==> config.mk <==
export PLATFORM = sky130hd
export DESIGN_NAME = float_to_decimal_text
export DESIGN_NICKNAME = d
export VERILOG_FILES = /design/src/hw/rtl/f2dt_pkg.sv /design/src/hw/rtl/float_to_decimal_text.sv /design/src/hw/rtl/f2dt_bcd_unit.sv /design/src/hw/rtl/f2dt_frac_unit.sv
export SDC_FILE = /design/constraint.sdc
export NUM_CORES = 1
export LEC_CHECK = 0
export BUFFER_PORTS_ARGS = -buffer_cell sky130_fd_sc_hd__buf_2
export CORE_UTILIZATION = 63
export DETAILED_ROUTE_END_ITERATION = 12
export GPL_ROUTABILITY_DRIVEN = 0
export MAX_ROUTING_LAYER = met4
export PLACE_DENSITY = 0.81
export SYNTH_ARGS = -nofsm -noshare
export SYNTH_HDL_FRONTEND = slang
export SYNTH_SLANG_ARGS = --single-unit
==> constraint.sdc <==
create_clock -name clock -period 8.4 [get_ports clock]
set_input_delay 2.1 -clock clock [delete_from_list [all_inputs] [get_ports clock]]
set_output_delay 2.1 -clock clock [all_outputs]
set_load 0.05 [all_outputs]
==> src/hw/rtl/f2dt_pkg.sv <==
`timescale 1ns / 1ps
package f2dt_pkg;

   // Integer part holds at most 31 bits, which needs 10 decimal digits.
   localparam int INT_BITS   = 31;
   localparam int INT_DIGITS = 10;
   localparam int NBITS_W    = 5;
   localparam int FRAC_BITS  = 24;
   localparam int FCNT_W     = 3;
   localparam int ROOM_W     = 6;

   localparam logic [7:0] EXP_BIAS      = 8'd127;
   localparam logic [7:0] EXP_BIAS_M1   = 8'd126;
   localparam logic [7:0] EXP_TOO_LARGE = 8'd158;
   localparam logic [7:0] EXP_TOO_SMALL = 8'd104;

   localparam logic [ROOM_W-1:0] CHAR_CAP = 6'd14;

   localparam logic [7:0] ASCII_ZERO  = 8'h30;
   localparam logic [7:0] ASCII_NINE  = 8'h39;
   localparam logic [7:0] ASCII_MINUS = 8'h2D;
   localparam logic [7:0] ASCII_POINT = 8'h2E;
   localparam logic [7:0] CHAR_NONE   = 8'h00;

   typedef enum logic [1:0] {
      ST_OK        = 2'd0,
      ST_TOO_LARGE = 2'd1,
      ST_TOO_SMALL = 2'd2
   } conv_status_type;

   typedef struct packed {
      logic               start;
      logic [NBITS_W-1:0] nbits;
   } bcd_cmd_type;

   typedef struct packed {
      logic       done;
      logic [3:0] ndig;
   } bcd_stat_type;

   typedef struct packed {
      logic              start;
      logic [FCNT_W-1:0] budget;
   } frac_cmd_type;

   typedef struct packed {
      logic              done;
      logic [FCNT_W-1:0] nkeep;
   } frac_stat_type;

endpackage

==> src/hw/rtl/float_to_decimal_text.sv <==
`timescale 1ns / 1ps
// Channel   Ports   Direction  Contents
// request   req_    in         tdata[31:0] float_bits
// response  rsp_    out        tdata[7:0] char_out, tlast last_char, tuser[1:0] status
//
// A request runs through decode, then the BCD unit over b integer bits (e + 1 for an unbiased
// exponent e of 0 or more, else 0), the fraction unit over d fraction digits (the whole digit
// budget, also for a zero fraction), and then sends c characters.
// A too large or too small request skips both units and sends one character. req_tready is high only while idle.
// Reset clears the sequencer, both units and the output valid; there is no clearing pass.
// A low rsp_tready holds the current character and pauses the sequencer while it sends.
module float_to_decimal_text #(
   parameter int MAX_FRAC_DIGITS = 7,
   parameter int TEXT_BUFFER_LEN = 15
) (
   input  logic        clock,
   input  logic        reset,
   input  logic        req_tvalid,
   output logic        req_tready,
   input  logic [31:0] req_tdata,   // [31:0] float_bits
   output logic        rsp_tvalid,
   input  logic        rsp_tready,
   output logic [7:0]  rsp_tdata,   // [7:0] char_out
   output logic        rsp_tlast,
   output logic [1:0]  rsp_tuser    // [1:0] status
);
   import f2dt_pkg::*;

   localparam int FIDX_W = (MAX_FRAC_DIGITS > 1) ? $clog2(MAX_FRAC_DIGITS) : 1;
   localparam logic [ROOM_W-1:0] BUF_ROOM  = ROOM_W'(TEXT_BUFFER_LEN - 1);
   localparam logic [ROOM_W-1:0] FRAC_MAXR = ROOM_W'(MAX_FRAC_DIGITS);

   typedef enum logic [3:0] {
      S_IDLE, S_DECODE, S_INT, S_BUDGET, S_FRAC,
      S_ERR, S_SIGN, S_IDIG, S_DOT, S_FDIG
   } state_type;

   state_type              state_ff;
   logic [31:0]            bits_ff;
   logic                   neg_ff;
   conv_status_type        err_ff;
   logic [FRAC_BITS-1:0]   fpart_ff;
   logic [3:0]             nint_ff;
   logic [3:0]             iptr_ff;
   logic [FIDX_W-1:0]      fptr_ff;
   logic [FCNT_W-1:0]      nkeep_ff;
   bcd_cmd_type            bcd_cmd_ff;
   frac_cmd_type           frac_cmd_ff;
   logic                   rsp_tvalid_ff;
   logic [7:0]             rsp_char_ff;
   logic                   rsp_last_ff;
   conv_status_type        rsp_status_ff;

   bcd_stat_type           bcd_stat;
   logic [INT_DIGITS*4-1:0] bcd_digits;
   frac_stat_type          frac_stat;
   logic [3:0]             frac_digit;

   logic [7:0]             exp8;
   logic [FRAC_BITS-1:0]   mant;
   logic                   is_zero;
   logic                   too_large;
   logic                   too_small;
   logic [NBITS_W-1:0]     nbits_dec;
   logic [FRAC_BITS-1:0]   fpart_dec;
   logic [ROOM_W-1:0]      n_before;
   logic [ROOM_W-1:0]      room_buf;
   logic [ROOM_W-1:0]      room_cap;
   logic [ROOM_W-1:0]      budget;
   logic                   out_free;
   logic                   rsp_load;
   logic                   frac_last;

   f2dt_bcd_unit u_bcd (
      .clock (clock),
      .reset (reset),
      .cmd   (bcd_cmd_ff),
      .value ({1'b1, bits_ff[22:0], 7'b0}),
      .stat  (bcd_stat),
      .bcd   (bcd_digits)
   );

   f2dt_frac_unit #(
      .MAX_FRAC_DIGITS (MAX_FRAC_DIGITS)
   ) u_frac (
      .clock    (clock),
      .reset    (reset),
      .cmd      (frac_cmd_ff),
      .fpart    (fpart_ff),
      .stat     (frac_stat),
      .rd_idx   (fptr_ff),
      .rd_digit (frac_digit)
   );

   // split the value into integer bit count and a 24-bit binary fraction; flag zero, too large and too small
   always_comb begin
      exp8      = bits_ff[30:23];
      mant      = {1'b1, bits_ff[22:0]};
      is_zero   = (bits_ff[30:0] == 31'd0);
      too_large = !is_zero && (exp8 >= EXP_TOO_LARGE);
      too_small = !is_zero && (exp8 < EXP_TOO_SMALL);
      if (exp8 >= EXP_BIAS) begin
         nbits_dec = NBITS_W'(exp8 - EXP_BIAS_M1);
         fpart_dec = mant << NBITS_W'(exp8 - EXP_BIAS_M1);
      end else begin
         nbits_dec = '0;
         fpart_dec = mant >> (EXP_BIAS_M1 - exp8);
      end
   end

   always_comb begin
      n_before = ROOM_W'(neg_ff) + ROOM_W'(nint_ff) + ROOM_W'(1);
      room_buf = BUF_ROOM - n_before;
      room_cap = CHAR_CAP - n_before;
      budget   = FRAC_MAXR;
      if (room_buf < budget) budget = room_buf;
      if (room_cap < budget) budget = room_cap;
   end

   assign out_free  = !rsp_tvalid_ff || rsp_tready;
   assign rsp_load  = out_free && (state_ff inside {S_ERR, S_SIGN, S_IDIG, S_DOT, S_FDIG});
   assign frac_last = (FCNT_W'(fptr_ff) == nkeep_ff - FCNT_W'(1));

   always_ff @(posedge clock) begin
      if (reset) begin
         state_ff          <= S_IDLE;
         bcd_cmd_ff.start  <= 1'b0;
         frac_cmd_ff.start <= 1'b0;
         rsp_tvalid_ff     <= 1'b0;
      end else begin
         bcd_cmd_ff.start  <= (state_ff == S_DECODE) && !too_large && !too_small;
         frac_cmd_ff.start <= (state_ff == S_BUDGET);
         if (rsp_load) rsp_tvalid_ff <= 1'b1;
         else if (rsp_tready) rsp_tvalid_ff <= 1'b0;
         unique case (state_ff)
            S_IDLE: begin
               if (req_tvalid) begin
                  bits_ff  <= req_tdata;
                  state_ff <= S_DECODE;
               end
            end
            S_DECODE: begin
               neg_ff   <= bits_ff[31] && !is_zero;
               fpart_ff <= fpart_dec;
               if (too_large || too_small) begin
                  err_ff   <= too_large ? ST_TOO_LARGE : ST_TOO_SMALL;
                  state_ff <= S_ERR;
               end else begin
                  bcd_cmd_ff.nbits <= nbits_dec;
                  state_ff         <= S_INT;
               end
            end
            S_INT: begin
               if (bcd_stat.done) begin
                  nint_ff  <= (bcd_stat.ndig == 4'd0) ? 4'd1 : bcd_stat.ndig;
                  state_ff <= S_BUDGET;
               end
            end
            S_BUDGET: begin
               frac_cmd_ff.budget <= budget[FCNT_W-1:0];
               state_ff           <= S_FRAC;
            end
            S_FRAC: begin
               if (frac_stat.done) begin
                  nkeep_ff <= frac_stat.nkeep;
                  iptr_ff  <= nint_ff - 4'd1;
                  state_ff <= neg_ff ? S_SIGN : S_IDIG;
               end
            end
            S_ERR: begin
               if (out_free) begin
                  rsp_char_ff   <= CHAR_NONE;
                  rsp_last_ff   <= 1'b1;
                  rsp_status_ff <= err_ff;
                  state_ff      <= S_IDLE;
               end
            end
            S_SIGN: begin
               if (out_free) begin
                  rsp_char_ff   <= ASCII_MINUS;
                  rsp_last_ff   <= 1'b0;
                  rsp_status_ff <= ST_OK;
                  state_ff      <= S_IDIG;
               end
            end
            S_IDIG: begin
               if (out_free) begin
                  rsp_char_ff   <= ASCII_ZERO + {4'b0, bcd_digits[iptr_ff*4 +: 4]};
                  rsp_last_ff   <= 1'b0;
                  rsp_status_ff <= ST_OK;
                  if (iptr_ff == 4'd0) state_ff <= S_DOT;
                  else iptr_ff <= iptr_ff - 4'd1;
               end
            end
            S_DOT: begin
               if (out_free) begin
                  rsp_char_ff   <= ASCII_POINT;
                  rsp_last_ff   <= 1'b0;
                  rsp_status_ff <= ST_OK;
                  fptr_ff       <= '0;
                  state_ff      <= S_FDIG;
               end
            end
            S_FDIG: begin
               if (out_free) begin
                  rsp_char_ff   <= ASCII_ZERO + {4'b0, frac_digit};
                  rsp_last_ff   <= frac_last;
                  rsp_status_ff <= ST_OK;
                  fptr_ff       <= fptr_ff + FIDX_W'(1);
                  if (frac_last) state_ff <= S_IDLE;
               end
            end
            default: state_ff <= S_IDLE;
         endcase
      end
   end

   assign req_tready = (state_ff == S_IDLE);
   assign rsp_tvalid = rsp_tvalid_ff;
   assign rsp_tdata  = rsp_char_ff;
   assign rsp_tlast  = rsp_last_ff;
   assign rsp_tuser  = rsp_status_ff;

   a_err_single: assert property (@(posedge clock) disable iff (reset)
      rsp_tvalid && (rsp_tuser != ST_OK) |-> rsp_tlast && (rsp_tdata == CHAR_NONE))
      else $error("error response not a single empty last character");

   a_ok_text: assert property (@(posedge clock) disable iff (reset)
      rsp_tvalid && (rsp_tuser == ST_OK) |->
         ((rsp_tdata >= ASCII_ZERO) && (rsp_tdata <= ASCII_NINE)) ||
         (rsp_tdata == ASCII_MINUS) || (rsp_tdata == ASCII_POINT))
      else $error("response character outside number text");

   a_bcd_done: assert property (@(posedge clock) disable iff (reset)
      bcd_stat.done |-> (state_ff == S_INT))
      else $error("BCD unit finished outside integer phase");

   a_frac_done: assert property (@(posedge clock) disable iff (reset)
      frac_stat.done |-> (state_ff == S_FRAC))
      else $error("fraction unit finished outside fraction phase");

   a_budget: assert property (@(posedge clock) disable iff (reset)
      frac_cmd_ff.start |->
         (frac_cmd_ff.budget != '0) && (ROOM_W'(frac_cmd_ff.budget) <= FRAC_MAXR))
      else $error("fraction digit budget out of range");

endmodule

==> src/hw/rtl/f2dt_bcd_unit.sv <==
`timescale 1ns / 1ps
module f2dt_bcd_unit (
   input  logic                                 clock,
   input  logic                                 reset,
   input  f2dt_pkg::bcd_cmd_type                cmd,
   input  logic [f2dt_pkg::INT_BITS-1:0]        value,
   output f2dt_pkg::bcd_stat_type               stat,
   output logic [f2dt_pkg::INT_DIGITS*4-1:0]    bcd
);
   import f2dt_pkg::*;

   typedef enum logic [1:0] {B_IDLE, B_SHIFT, B_COUNT} bstate_type;

   bstate_type                state_ff;
   logic [INT_BITS-1:0]       shreg_ff;
   logic [INT_DIGITS*4-1:0]   bcd_ff;
   logic [INT_DIGITS*4-1:0]   bcd_adj;
   logic [NBITS_W-1:0]        cnt_ff;
   logic [3:0]                ndig_ff;
   logic [3:0]                ndig_calc;
   logic                      done_ff;

   // add 3 to every digit of 5 or more before the shift
   always_comb begin
      for (int i = 0; i < INT_DIGITS; i++) begin
         bcd_adj[i*4 +: 4] = (bcd_ff[i*4 +: 4] >= 4'd5) ? bcd_ff[i*4 +: 4] + 4'd3
                                                       : bcd_ff[i*4 +: 4];
      end
   end

   always_comb begin
      ndig_calc = '0;
      for (int i = 0; i < INT_DIGITS; i++) begin
         if (bcd_ff[i*4 +: 4] != 4'd0) ndig_calc = 4'(i + 1);
      end
   end

   always_ff @(posedge clock) begin
      if (reset) begin
         state_ff <= B_IDLE;
         done_ff  <= 1'b0;
      end else begin
         done_ff <= (state_ff == B_COUNT);
         unique case (state_ff)
            B_IDLE: begin
               if (cmd.start) begin
                  shreg_ff <= value;
                  bcd_ff   <= '0;
                  cnt_ff   <= cmd.nbits;
                  state_ff <= (cmd.nbits == '0) ? B_COUNT : B_SHIFT;
               end
            end
            B_SHIFT: begin
               bcd_ff   <= {bcd_adj[INT_DIGITS*4-2:0], shreg_ff[INT_BITS-1]};
               shreg_ff <= shreg_ff << 1;
               cnt_ff   <= cnt_ff - NBITS_W'(1);
               if (cnt_ff == NBITS_W'(1)) state_ff <= B_COUNT;
            end
            B_COUNT: begin
               ndig_ff  <= ndig_calc;
               state_ff <= B_IDLE;
            end
            default: state_ff <= B_IDLE;
         endcase
      end
   end

   assign stat.done = done_ff;
   assign stat.ndig = ndig_ff;
   assign bcd       = bcd_ff;

endmodule

==> src/hw/rtl/f2dt_frac_unit.sv <==
`timescale 1ns / 1ps
module f2dt_frac_unit #(
   parameter int MAX_FRAC_DIGITS = 7
) (
   input  logic                                  clock,
   input  logic                                  reset,
   input  f2dt_pkg::frac_cmd_type                cmd,
   input  logic [f2dt_pkg::FRAC_BITS-1:0]        fpart,
   output f2dt_pkg::frac_stat_type               stat,
   input  logic [((MAX_FRAC_DIGITS > 1) ? $clog2(MAX_FRAC_DIGITS) : 1)-1:0] rd_idx,
   output logic [3:0]                            rd_digit
);
   import f2dt_pkg::*;

   localparam int FIDX_W = (MAX_FRAC_DIGITS > 1) ? $clog2(MAX_FRAC_DIGITS) : 1;

   typedef enum logic {F_IDLE, F_RUN} fstate_type;

   fstate_type           state_ff;
   logic [FRAC_BITS-1:0] frac_ff;
   logic [FRAC_BITS+3:0] prod;
   logic [FCNT_W-1:0]    cnt_ff;
   logic [FIDX_W-1:0]    pos_ff;
   logic [FCNT_W-1:0]    lastnz_ff;
   logic                 done_ff;
   logic [3:0]           dig_ff [MAX_FRAC_DIGITS];

   // times ten as two shifts and one add; the carry out is the next digit
   assign prod = ({4'b0, frac_ff} << 3) + ({4'b0, frac_ff} << 1);

   always_ff @(posedge clock) begin
      if (reset) begin
         state_ff <= F_IDLE;
         done_ff  <= 1'b0;
      end else begin
         done_ff <= (state_ff == F_RUN) && (cnt_ff == FCNT_W'(1));
         unique case (state_ff)
            F_IDLE: begin
               if (cmd.start) begin
                  frac_ff   <= fpart;
                  cnt_ff    <= cmd.budget;
                  pos_ff    <= '0;
                  lastnz_ff <= '0;
                  state_ff  <= F_RUN;
               end
            end
            F_RUN: begin
               dig_ff[pos_ff] <= prod[FRAC_BITS+3:FRAC_BITS];
               if (prod[FRAC_BITS+3:FRAC_BITS] != 4'd0) begin
                  lastnz_ff <= FCNT_W'(pos_ff) + FCNT_W'(1);
               end
               frac_ff <= prod[FRAC_BITS-1:0];
               pos_ff  <= pos_ff + FIDX_W'(1);
               cnt_ff  <= cnt_ff - FCNT_W'(1);
               if (cnt_ff == FCNT_W'(1)) begin
                  state_ff <= F_IDLE;
               end
            end
            default: state_ff <= F_IDLE;
         endcase
      end
   end

   // drop trailing zeros but keep one digit
   assign stat.done  = done_ff;
   assign stat.nkeep = (lastnz_ff == '0) ? FCNT_W'(1) : lastnz_ff;
   assign rd_digit   = dig_ff[rd_idx];

endmodule

==> results of run 1 <==
==> power groups by stage <==
| stage | clock, mW | sequential, mW | combinational (mW) |
|---|---|---|---|
| after global placement | 0 | 1.60 | 0.886 |
| after detailed placement | 0 | 1.60 | 0.907 |
| after floorplan | 0 | 1.56 | 0.730 |
| after global routing | 1.14 | 1.59 | 1.02 |
| final | 1.08 | 1.58 | 0.933 |
| after CTS | 1.10 | 1.58 | 0.915 |
==> final timing paths <==
check | from | to | slack [ns] | cells past startpoint
worst max-delay path | state_ff[0] | req_tready | 4.21 | 4
worst min-delay path | u_bcd.ndig_ff[3] | nint_ff[3] | 0.45 | 0
worst max register to register | bits_ff[23] | fpart_ff[8] | 4.58 | 11
worst min register to register | u_bcd.ndig_ff[3] | nint_ff[3] | 0.45 | 0
==> Yosys cell counts, types with 11 or more instances <==
master    count
nand2_1     209
o21ai_0      50
mux2_2       25
nand2b_1     18
buf_2        19
nand3_1      26
and3_1       13
nor2b_1      17
xnor2_1      32
and2_1       17
inv_1        55
o22ai_1      13
a21o_1       11
mux4_2       26
nor2_1      103
ha_1         66
dfxtp_1      15
nor3_1       40
xor2_1       28
nor4_1       12
a211oi_1     22
a21oi_1      90
o221ai_1     16
mux2i_1      55
edfxtp_1    224
clkbuf_1     41
==> worst max-delay path, stage by stage, from the launching register on <==
cell and delay (ns):
dfxtp_1 0.75, inv_1 0.31, nand2_1 0.17, nor3_1 0.07, buf_2 0.24
==> sequential cells by signal, indices dropped and copies added, names as in the netlist, 5 cells and up, named ones only <==
register / flops
rsp_tdata: 6
u_bcd.cnt_ff: 5
bits_ff: 32
u_bcd.shreg_ff: 24
u_bcd.bcd: 40
u_frac.frac_ff: 24
u_frac.dig_ff: 28
bcd_cmd_ff: 6
fpart_ff: 24
==> layer usage <==
layer	up-vias	part of all wire
met5	-	0
met4	0	0.032
met3	90	0.068
met2	439	0.46
met1	4883	0.44
li1	5017	-
==> cells by family (layout without fill, tap and decap cells) <==
| family | Yosys count | after routing | synth area share |
|---|---|---|---|
| AOI/OAI and AO/OA | 273 | 273 | 0.127 |
| xor gates and xnor gates | 60 | 60 | 0.0366 |
| adders and majority gates | 67 | 67 | 0.0589 |
| buffers and inverters | 129 | 161 | 0.0367 |
| DFF | 239 | 239 | 0.489 |
| muxes | 107 | 107 | 0.0997 |
| other | 1 | 2 | 0.000261 |
| and+or+nand+nor | 483 | 483 | 0.152 |
==> final cells by class <==
class	instances	share of cell area
flip-flops and latches	239	0.452
multi-input cells	992	0.439
clock buffers	32	0.0445
well taps	280	0.0225
repair buffers	59	0.0211
inverters	57	0.0138
clock inverters	13	0.00764
==> metrics by stage <==
stage	worst slack, ns	instance area [um^2]
after floorplan	0.710	14400
after global placement	4.31	14700
after detailed placement	4.23	14700
after CTS	4.21	15600
after global routing	4.11	15600
final	4.21	15600
==> impl_metrics.tcl, run 1 <==
set metrics [dict create \
    tritoncts "yes" \
    synth_top_cell_area_share 0.468 \
    power.internal_mw 2.43 \
    wl_mm 30.5 \
    finalSetupViolCount 0 \
    cts.htree.levels 1 \
    synth_top_area_cell "edfxtp_1" \
    dp_cells 1627 \
    cts_buffers 25 \
    hpwlAfterDp_mm 21.4 \
    cts_resized 0 \
    status "finished clean" \
    max_slew.worst_pin.slew_ns 1.25 \
    via_count 10400 \
    synth_edf_count 224 \
    path_clk_slew_ns 0.06 \
    regArea_mm2 0.00703 \
    period_share 0.498 \
    initial_core_util 0.650 \
    use_met2 0.419 \
    yosys_register_bits 239 \
    startpoint_type "register" \
    n_fill_cell 1565 \
    diodes 0 \
    gr-usage-met1 0.364 \
    worstPathMaxFanout 19 \
    syn_to_final_growth_pct 8.28 \
    synthCells 1359 \
    ios 49 \
    viasPerCell 6.24 \
    antenna_left 0 \
    tns_ns 0 \
    async_flop_share 0 \
    coreArea_mm2 0.0221 \
    die_w_um 153 \
    skew_ns 0.0134 \
    switchingPower_mw 1.17 \
    post_cts_buffers 0 \
    clock_path_buffers 3 \
    synth_ff_type "edfxtp_1" \
    final_common_cell "edfxtp_1" \
    grt_first_pass_wirelength_mm 48.9 \
    end_kind "primary output" \
    dieArea_mm2 0.0234 \
    io_buffer_count 46 \
    power_frac_comb 0.259 \
    final_util 0.704 \
    pwr-share-seq 0.440 \
    root_buffer "clkbuf_16" \
    p_per_area_mw_per_mm2 231 \
    grt_antenna_before_repair 0 \
    finalHoldViolCount 0 \
    slew_viol_final 0 \
    dr.pass1.iters 5 \
    final_cell_mix "edfxtp_1 (224), nand2_1 (209), nor2_1 (102)" \
    stdcell_count 1672 \
    ys_seq_area_frac 0.489 \
    rows 54 \
    fmax_mhz 239 \
    yosysWarnings 0 \
    synth.distinct_cells 77 \
    finalNetCount 1477 \
    fin_total_pwr_mw 3.60 \
    grt_max_degree 71 \
    cp.arrival_ns 2.09 \
    max-cap-violations 0 \
    cp.required_ns 6.30 \
    dr.first_iter.drc_count 1218 \
    syn_area_mm2 0.0144 \
    cts_hold_buffers 0 \
    clkSinkCount 239 \
    grt_pass1_vias 9670 \
    drcViolationCount 0 \
    p_leak_nw 5.83 \
    syn_area_per_cell_um2 10.6 \
    min_period_ns 4.19 \
    drive_gt1_frac 0.128 \
    multi_input_area_mm2 0.00683 \
    hold_path.class "reg2reg" \
    ir_worst_vdd_mv 0.189 \
    die_h_um 153 \
    synth_area_leaders "edfxtp_1 (47%), ha_1 (5.7%), nand2_1 (5.5%), mux4_2 (4.1%), mux2i_1 (3.8%)" \
    rsz0062_at_grt "no" \
    path_class "reg2out" \
    grt_use_met3 0.0360 \
    swShare 0.325 \
    clkPwrFrac 0.300 \
    clock_latency_ns 0.54 \
    busiest_layer "met2" \
    track_usage 0.268 \
    slew_headroom 0.162 \
    whs_ns 0.451 \
    grt_overflow_total 0 \
    wire_per_inst_um 18.3 \
]
Note: power is estimated with default switching activity, not from simulation.
==> run 2: changes to the inputs <==
==> constraint.sdc (replaced) <==
create_clock -name clock -period 4.3 [get_ports clock]
set_input_delay 1.075 -clock clock [delete_from_list [all_inputs] [get_ports clock]]
set_output_delay 1.075 -clock clock [all_outputs]
set_load 0.05 [all_outputs]
==> run 2 against run 1 <==
  * Power is 99% higher
  * Flip-flop and latch count stayed put
  * Combinational power is 99% higher
  * Clock skew hardly changed
  * Setup slack worse by 3.3 ns
  * Non-clock buffer count is 3 higher
  * Global-route usage is 1.2 points higher
  * Clock power is 110% higher
  * Final cell count is 0.12% higher
  * Clock-buffer cell count is 4 lower
  * Worst hold slack worse by 0.0072 ns
  * Routed wire length is 3.9% higher
  * Critical path type is now reg2reg
  * Critical endpoint is now fpart_ff[4]
==> impl_metrics.tcl, run 2 (synthesized netlist as in run 1, its figures left out) <==
set metrics [dict create \
    slew_viol_final 0 \
    final_common_cell "edfxtp_1" \
    cts_resized 0 \
    finalNetCount 1480 \
    finalHoldViolCount 0 \
    clkSinkCount 239 \
    final_cell_area_mm2 0.0156 \
    rows 54 \
    largest_reg_flops 40 \
    cts_hold_buffers 0 \
    initial_core_util 0.650 \
    p_per_area_mw_per_mm2 459 \
    whs_ns 0.443 \
    status "finished clean" \
    worstPathMaxFanout 34 \
    worst_path_largest_cell_delay_ns 1.02 \
    root_buffer "clkbuf_16" \
    fmax_mhz 296 \
    track_usage 0.280 \
    hpwlAfterDp_mm 22.3 \
    hold_path.class "reg2reg" \
    r2r_slack_ns 0.92 \
    die_w_um 153 \
    rsz0062_at_grt "no" \
    via_count 10600 \
    stdcell_count 1674 \
    syn_to_final_growth_pct 8.72 \
    path_clk_slew_ns 0.07 \
    grt_overflow_total 0 \
    critical_path.cell_chain "inv_1, buf_4, ha_1, mux2i_1, and2_1, a211oi_1, a21oi_1, or2_2, nor2_1, o21ai_0, o221ai_1" \
    grt_antenna_before_repair 0 \
    cp_num_buf_inv 2 \
    slew_headroom 0.175 \
    dr.first_iter.drc_count 1142 \
    viasPerCell 6.34 \
    coreArea_mm2 0.0221 \
    end_kind "register" \
    skew_ns 0.0138 \
    io_buffer_count 46 \
    final_util 0.707 \
    grt_max_degree 71 \
    ios 49 \
    worstReg2RegEnd "fpart_ff[4]" \
    placed_area_mm2 0.0148 \
    dp_cells 1630 \
    r2r_start "bits_ff[23]" \
    tritoncts "yes" \
    worst_path_max_delay_cell "ha_1" \
    clock_path_buffers 3 \
    wire_per_inst_um 18.9 \
    p_leak_nw 5.85 \
    hold_depth 0 \
    period_share 0.787 \
    post_cts_buffers 0 \
    dieArea_mm2 0.0234 \
    dpl_worst_slack_ns 1.05 \
    reg2regPathDepth 11 \
    max-cap-violations 0 \
    die_h_um 153 \
    final_cell_mix "edfxtp_1 (224), nand2_1 (209), nor2_1 (102)" \
    cp.arrival_ns 3.73 \
    grt_pass1_vias 10200 \
    fin_total_pwr_mw 7.17 \
    drcViolationCount 0 \
    whs_endpoint "nint_ff[1]" \
    startpoint_type "register" \
    drive_gt1_frac 0.125 \
    dr.pass1.iters 6 \
    cts_buffers 25 \
    tns_ns 0 \
    antenna_left 0 \
    diodes 0 \
    max_slew.worst_pin.slew_ns 1.24 \
    cp.required_ns 4.64 \
    path_class "reg2reg" \
    fin_ws_ns 0.917 \
    grt_first_pass_wirelength_mm 51.3 \
    critical-path-top-delay-family "adder cells" \
    clock_latency_ns 0.52 \
    wl_mm 31.7 \
    ir_worst_vdd_mv 0.403 \
    cts.htree.levels 1 \
    min_period_ns 3.38 \
    finalSetupViolCount 0 \
    min-delay-start "u_bcd.ndig_ff[1]" \
]
run 2: cell types whose count changed in the layout (fill, tap and decap cells not counted), sizes merged:
cell | before | now
bufinv | 1 | 5
clkbuf | 32 | 28
buf | 59 | 62
inv | 58 | 56
clkinv | 10 | 11
run 2: layout make-up:
type / instances / area, um^2
Clock inverter: 16 / 208
Timing Repair Buffer: 62 / 350
Sequential cell: 239 / 7030
Clock buffer: 28 / 637
Multi-Input combinational cell: 992 / 6840
Tap cell: 280 / 350
Inverter: 57 / 214
Fill cell: 1554 / 6470
run 2: power by group:
part / total, mW / switching (mW) / internal [mW] / leakage [nW]
logic: 1.86 / 1.17 / 0.687 / 3.27
registers: 3.09 / 0.230 / 2.86 / 2.17
clock network: 2.23 / 0.866 / 1.36 / 0.408
run 2: layer usage:
layer	global-route usage	wire [um]	vias to the layer above
met4	0.102	1190	0
met1	0.378	13500	5028
met5	-	0	-
li1	-	-	5017
met2	0.441	14900	480
met3	0.0318	2120	87
run 2: worst max-delay path by stage:
stage	from	to	slack [ns]	depth (start not counted)
5_1_grt	bits_ff[23]	fpart_ff[4]	0.63	11
4_1_cts	bits_ff[23]	fpart_ff[4]	1.02	11
2_1_floorplan	reset	u_bcd.bcd[0]	0.86	2
6_report	bits_ff[23]	fpart_ff[4]	0.92	11
3_5_place_dp	bits_ff[23]	fpart_ff[4]	1.05	11
3_3_place_gp	bits_ff[23]	fpart_ff[4]	1.12	11
